<file path="config.mk">
export PLATFORM = sky130hd
export DESIGN_NAME = pcai_div_step
export DESIGN_NICKNAME = d
export VERILOG_FILES = /design/src/sv/perspective_correct_attribute_interp_core_macros.svh /design/src/sv/pcai_pkg.sv /design/src/sv/pcai_div_step.sv
export SDC_FILE = /design/constraint.sdc
export NUM_CORES = 1
export LEC_CHECK = 0
export ABC_CLOCK_PERIOD_IN_PS = 3600
export BUFFER_PORTS_ARGS = -buffer_cell sky130_fd_sc_hd__buf_2
export CAP_MARGIN = 20
export CORE_AREA = 2 2 193 195
export DETAILED_ROUTE_END_ITERATION = 6
export DIE_AREA = 0 0 195 197
export PLACE_DENSITY = 0.7
export SYNTH_ARGS = -nofsm -noshare
export SYNTH_HDL_FRONTEND = slang
export SYNTH_SLANG_ARGS = --single-unit
</file>
<file path="constraint.sdc">
create_clock -name clk -period 3.6 [get_ports clk]
set_clock_uncertainty 0.2 [all_clocks]
set_input_delay 0.72 -clock clk [delete_from_list [all_inputs] [get_ports clk]]
set_output_delay 0.72 -clock clk [all_outputs]
set_load 0.01 [all_outputs]
</file>
<file path="src/sv/perspective_correct_attribute_interp_core_macros.svh">
// Assertion macros shared by the perspective-correct interpolator RTL.
// No dependencies; included by files that carry concurrent assertions.
`ifndef PERSPECTIVE_CORRECT_ATTRIBUTE_INTERP_CORE_MACROS_SVH
`define PERSPECTIVE_CORRECT_ATTRIBUTE_INTERP_CORE_MACROS_SVH
`ifndef SYNTH
`define PCAI_ASSERT_IMP(lbl, ck, rstn, ante, cons) \
  lbl: assert property (@(posedge ck) disable iff (!rstn) (ante) |-> (cons)) \
    else $error("implication check failed");
`define PCAI_ASSERT_NEXT(lbl, ck, rstn, ante, cons) \
  lbl: assert property (@(posedge ck) disable iff (!rstn) (ante) |=> (cons)) \
    else $error("next-cycle check failed");
`else
`define PCAI_ASSERT_IMP(lbl, ck, rstn, ante, cons)
`define PCAI_ASSERT_NEXT(lbl, ck, rstn, ante, cons)
`endif
`endif

</file>
<file path="src/sv/pcai_pkg.sv">
// Types and constants of the perspective-correct attribute interpolator.
// No dependencies; used by every module of the block.
package pcai_pkg;

  localparam int ATTR_W  = 24;
  localparam int DEPTH_W = 32;
  localparam int BARY_W  = 17;
  localparam int ZZ_W    = 64;   // product of two depths
  localparam int P_W     = 81;   // depth product times weight
  localparam int D_W     = 83;   // perspective denominator
  localparam int CHUNK_W = 27;   // slice of P_W fed to one multiplier
  localparam int PART_W  = CHUNK_W + ATTR_W;
  localparam int T_W     = 104;  // numerator term
  localparam int N_W     = 106;  // numerator sum
  localparam int NUM_W   = 108;  // 2*|N| + D
  localparam int DEN_W   = 84;   // 2*D
  localparam int QW      = 25;   // quotient bits, top bit flags overflow
  localparam int PP_W    = 41;   // plain path product
  localparam int PS_W    = 43;   // plain path sum
  localparam int PR_W    = 28;   // plain path rounded magnitude
  localparam int ONE_SHIFT = 16;

  localparam logic [QW-1:0] OUT_MAX_POS = QW'(8388607);
  localparam logic [QW-1:0] OUT_MAX_NEG = QW'(8388608);

  typedef struct packed {
    logic [2:0][BARY_W-1:0]  bary;
    logic [2:0][DEPTH_W-1:0] depth;
    logic [2:0][ATTR_W-1:0]  attr;
  } item_t;

  typedef struct packed {
    logic              bypass;
    logic [ATTR_W-1:0] byp_value;
    logic              byp_sat;
    logic              byp_deg;
    logic              neg;
  } side_t;

endpackage

</file>
<file path="src/sv/pcai_div_step.sv">
// One registered restoring-division step: yields one quotient bit.
// Uses pcai_pkg; instantiated in a chain by the top level.
module pcai_div_step #(
  parameter int SHIFT = 0
) (
  input  logic                       clk,
  input  logic                       rst_n,
  input  logic                       en,
  input  logic                       in_valid,
  input  logic [pcai_pkg::NUM_W-1:0] in_rem,
  input  logic [pcai_pkg::DEN_W-1:0] in_den,
  input  logic [pcai_pkg::QW-1:0]    in_q,
  input  pcai_pkg::side_t            in_side,
  output logic                       out_valid,
  output logic [pcai_pkg::NUM_W-1:0] out_rem,
  output logic [pcai_pkg::DEN_W-1:0] out_den,
  output logic [pcai_pkg::QW-1:0]    out_q,
  output pcai_pkg::side_t            out_side
);
  import pcai_pkg::*;

  logic [NUM_W:0]   trial, rem_ext, rem_sub;
  logic             ge;
  logic             valid_r;
  logic [NUM_W-1:0] rem_r;
  logic [DEN_W-1:0] den_r;
  logic [QW-1:0]    q_r;
  side_t            side_r;

  assign trial   = {{(NUM_W + 1 - DEN_W){1'b0}}, in_den} << SHIFT;
  assign rem_ext = {1'b0, in_rem};
  assign ge      = rem_ext >= trial;
  assign rem_sub = rem_ext - trial;

  always_ff @(posedge clk) begin
    if (!rst_n) begin
      valid_r <= 1'b0;
    end else if (en) begin
      valid_r <= in_valid;
    end
  end

  always_ff @(posedge clk) begin
    if (en) begin
      rem_r  <= ge ? rem_sub[NUM_W-1:0] : in_rem;
      den_r  <= in_den;
      q_r    <= {in_q[QW-2:0], ge};
      side_r <= in_side;
    end
  end

  assign out_valid = valid_r;
  assign out_rem   = rem_r;
  assign out_den   = den_r;
  assign out_q     = q_r;
  assign out_side  = side_r;

endmodule
</file>
Yosys cells after proc, flatten, opt, wreduce, memory -nomap -nowiden

Cells that the tools add are included.
W data, S select, Z words.

Logic and storage cells: 12
Register bits: 246

Magnitude comparators: 1
Multiplexer cells: 1
Add/subtract/negate cells: 1

Operators with widths:

| cell               | count |
|---|---|
| $ge A108 B84 Y1    | 1 |
| $mux W108          | 1 |
| $sub A108 B84 Y108 | 1 |

Logic depth before layout (Yosys ltp)

Word-level depth: 2
Mapped depth: 16
Depth with buffers taken out: 14

Worst setup path after synthesis

No wires, ideal clock.

Path type: input to register
Start point: input port in_den[42] in the netlist's numbering
End point: register rem_r[89], in the netlist out_rem[89], data pin
Setup time: 0.264 ns
Required time: 3.136 ns
Arrival time: 3.521 ns
Cell stages on the path: 13
Setup slack: -0.386 ns
Path buffers: 2
Path through: inv_1 > ha_1 > buf_4 > nand4_2 > or3_4 > or4_1 > a2111o_1 > o211ai_2 > a31oi_2 > or4b_1 > buf_2 > nand3_1 > xnor2_1

Cells in the longest elaborated chain, start to end: 2
Elaborated cells on any way between the ends: 3
Classes of those cells: add/sub (1); order compare (1); mux (1)

Ends and longest elaborated chain:

| item                                                  | RTL line                                 | source |
|---|---|---|
| start, declared                                       | pcai_div_step.sv:11                      | `input logic [pcai_pkg::DEN_W-1:0] in_den,` |
| $sub A108 B84 Y108 or $ge A108 B84 Y1 (tied branches) | pcai_div_step.sv:33, pcai_div_step.sv:32 |  |
| $mux W108 *                                           | pcai_div_step.sv:45                      | `rem_r <= ge ? rem_sub[NUM_W-1:0] : in_rem;` |
| end signal, assigned                                  | pcai_div_step.sv:45                      |  |
| end, declared                                         | pcai_div_step.sv:25                      | `logic [NUM_W-1:0] rem_r;` |

Every way passes the cells marked *; elsewhere a longest branch is shown, timed or not.
A chain may end at the register's enable or synchronous reset.

Worst setup path in the final report

Start point: input port in_rem[0] in the netlist's numbering
End point: register rem_r[58], in the netlist out_rem[58], data pin

Cells in the longest elaborated chain, start to end: 2
Elaborated cells on any way between the ends: 3
Classes of those cells: add/sub (1); order compare (1); mux (1)

Ends and longest elaborated chain:

| item                                                  | RTL line                                 | source |
|---|---|---|
| start, declared                                       | pcai_div_step.sv:10                      | `input logic [pcai_pkg::NUM_W-1:0] in_rem,` |
| $sub A108 B84 Y108 or $ge A108 B84 Y1 (tied branches) | pcai_div_step.sv:33, pcai_div_step.sv:32 |  |
| $mux W108 *                                           | pcai_div_step.sv:45                      |  |

Marked as above.

==> impl_metrics.ini <==
[pwr]
powerDensity_nw_per_um2 = 397.9
power.leakage_nw = 9.835
vdd_drop_max_uv = 343.8
total_power_w = 0.008930

[cts]
clk_pin_slew_ns = 0.06
clockBufferDepth = 3
htreeDepth = 1
cts_tree = yes
insertion_delay_ns = 0.54
cts-hold-fix-buffers = 0
cts_sinks = 246
cts_buffers = 27
root_buffer = clkbuf_16

[cells_and_area]
nets = 2691
syn2layout_area_growth_pct = 49.89
fin_util_pct = 61.89
fin_cells = 2845
drive_above_1_share_pct = 45.54
fill_cells = 3069

[floorplanning]
rows = 70
design.core.area_um2 = 36260
io_pins = 495
die_w_um = 195
dieArea_um2 = 38420
start_util_pct = 41.29
die_h_um = 197

[setup_path]
path_cells = buf_2, inv_1, ha_2, fa_2, nor2b_2, o2111ai_2, a211oi_1, buf_4, o31ai_4, nand3_2, buf_4, a21oi_2, o21ai_0, buf_4, a211oi_2, xor2_1, o21ai_0
crit_type = in2reg
max_stage_delay_ns = 0.29
critPathArrivalTime_ns = 3.61
required_ns = 3.69
startpoint_type = input pin
end_kind = flip-flop
worst_path_max_delay_cell = o2111ai_2
crit_top_cell = buf_4
path_max_fanout = 3

[synthesis]
postSynth.asyncResetShare_pct = 0
ys_types = 75
synth_nets = 1846
ys_ff_latch = 246
synthFlopType = edfxtp_1
synth_area_leaders = edfxtp_1 (49%), ha_1 (7.0%), o21ai_0 (5.2%)
syn-cell-area_um2 = 14970
synth_area_leader_cell = edfxtp_1
syn_area_per_cell_um2 = 9.902
synth-seq-area-share_pct = 49.27
synth_edf_count = 245
syn_inst = 1512
yosysWarnings = 0
synth_top_area_share_pct = 49.14

[timing]
slew_violations = 0
finalSetupTns_ns = 0
fmax_ghz = 0.2835
rsz0062_at_grt = true
finalCritPeriodShare_pct = 97.97
fin_crit_ns = 3.527
maxSlewHeadroom_pct = 59.81
hold_violations = 0
setup_viol = 0
worst_pin_slew_ns = 0.5965

[detailed_routing]
post_drt_wl_per_cell_um = 19.01
drt_first_pass_iters = 5
drcViolationCount = 0
drtAntennaViolNets = 0
avgViaCountPerCell = 5.266
vias = 14982
wl_um = 54090
drt_iter0_drc = 890

[hold_path]
min_path_type = in2reg

[placement]
gp_congestion = 0.9188
hpwl_um = 43810
dp.cells = 2781
portBuffers = 493

[run]
maxCapViolCount = 0

[run_status]
outcome = finished, final reports clean

[global_routing]
grt_max_degree = 72
grt_pass1_vias = 15048
grt_pass1_wl_um = 80600
antenna_found_initial = 4
grt-ovfl-total = 0
grtUsageTotal_pct = 26.77
==> report_power, final <==
group          internal (W)  switching, W  total, W
clock network       0.00146       0.00114   0.00259
logic               0.00125       0.00145   0.00270
registers           0.00355     0.0000886   0.00364
==> layout make-up <==
class	count	area [um2]	share of cell area, %
multi-input combinational	1063	7533	33.57
clock inverter	17	132.6	0.5910
clock buffer	31	690.7	3.078
antenna	1	2.502	0.01115
tap	468	585.6	2.609
inverter	116	462.9	2.063
sequential	246	7377	32.87
timing repair buffer	903	5657	25.21
==> path summary, 6_finish.rpt <==
| check | to | from | cells past startpoint | slack [ns] |
|---|---|---|---|---|
| max | out_rem[58] | in_rem[0] | 17 | 0.07 |
| min | out_side[20] | in_side[20] | 1 | 0.15 |
| max reg2reg | out_valid | out_valid | 2 | 2.81 |
| min reg2reg | out_valid | out_valid | 2 | 0.32 |
==> sequential cells by signal (all words and copies together), names as in the netlist <==
name,flops
out_den,84
out_q,25
out_rem,108
out_side,28
out_valid,1
==> through the flow <==
step                      cell area [um2]  hold slack, ns  setup slack [ns]
after floorplan                     15440          0.3383           -0.1973
after global placement              20960          0.2963           -0.9608
after detailed placement            20960          0.3052           -0.8868
after CTS                           21900          0.1251          -0.02296
after global routing                22440          0.1318          -0.03527
final                               22440          0.1480           0.07292
==> synthesized netlist by cell type (all sizes together), types with 4 or more instances <==
library cell / instances
edfxtp: 245
nand2: 174
o21ai: 156
a21oi: 129
inv: 116
ha: 84
nor2: 74
clkbuf: 63
xnor2: 61
nand4: 58
xor2: 45
a21o: 28
nor4: 25
o21bai: 25
buf: 24
nand3: 22
nor3: 22
a31oi: 16
nor2b: 10
o211ai: 10
or4: 10
a211oi: 9
and3: 9
nand2b: 8
or3: 8
a21boi: 7
o31ai: 7
or2: 7
o2111ai: 5
o21a: 5
a2111oi: 4
a221oi: 4
o31a: 4
==> logic make-up after synthesis <==
logic type / synth area share, %
flip-flops: 49.27
AO/OA/AOI/OAI: 17.18
XOR/XNOR: 6.251
buffers and inverters: 5.390
adder cells (fa/ha/maj): 7.154
multiplexers: 0.3593
AND/OR/NAND/NOR: 14.39
==> critical path: cells and delay by family <==
kind	cells	cell delay, ns
AOI/OAI and AO/OA	7	1.27
buffers and inverters	5	0.74
adders and majority gates	2	0.47
and+or+nand+nor	2	0.24
xor gates and xnor gates	1	0.18
==> layer usage <==
| metal | vias up | share of wire [%] | routed length, um | GRT usage, % |
|---|---|---|---|---|
| li1 | 7215 | - | - | - |
| met4 | 6 | 3.1 | 1703 | 8.906 |
| met3 | 100 | 6.4 | 3468 | 4.791 |
| met5 | - | 0.078 | 42 | 0 |
| met2 | 567 | 50 | 27110 | 48.21 |
| met1 | 7094 | 40 | 21760 | 32.35 |
==> timing repair <==
action / 4_1_cts / 5_1_grt
gates cloned: 0 / 0
resized for setup: 22 / 83
buffers inserted: 1 / 14
pin swaps: 4 / 35
endpoints found under the setup margin: 56 / 104
==> layout by cell type (no fill, tap or decap), drive strengths merged, types with 9 or more instances in the layout <==
cell and count:
or4 10, and3 9, inv 119, buf 903
nand3 22, nor2b 10, nor2 74, nor3 22
o211ai 10, a21oi 129, nand4 58, a31oi 16
xor2 45, clkinv 10, o21ai 156, nand2 174
nor4 25, clkbuf 31, a211oi 9, edfxtp 245
a21o 28, xnor2 61, o21bai 25, ha 84
(Power assumes the default switching activity.)
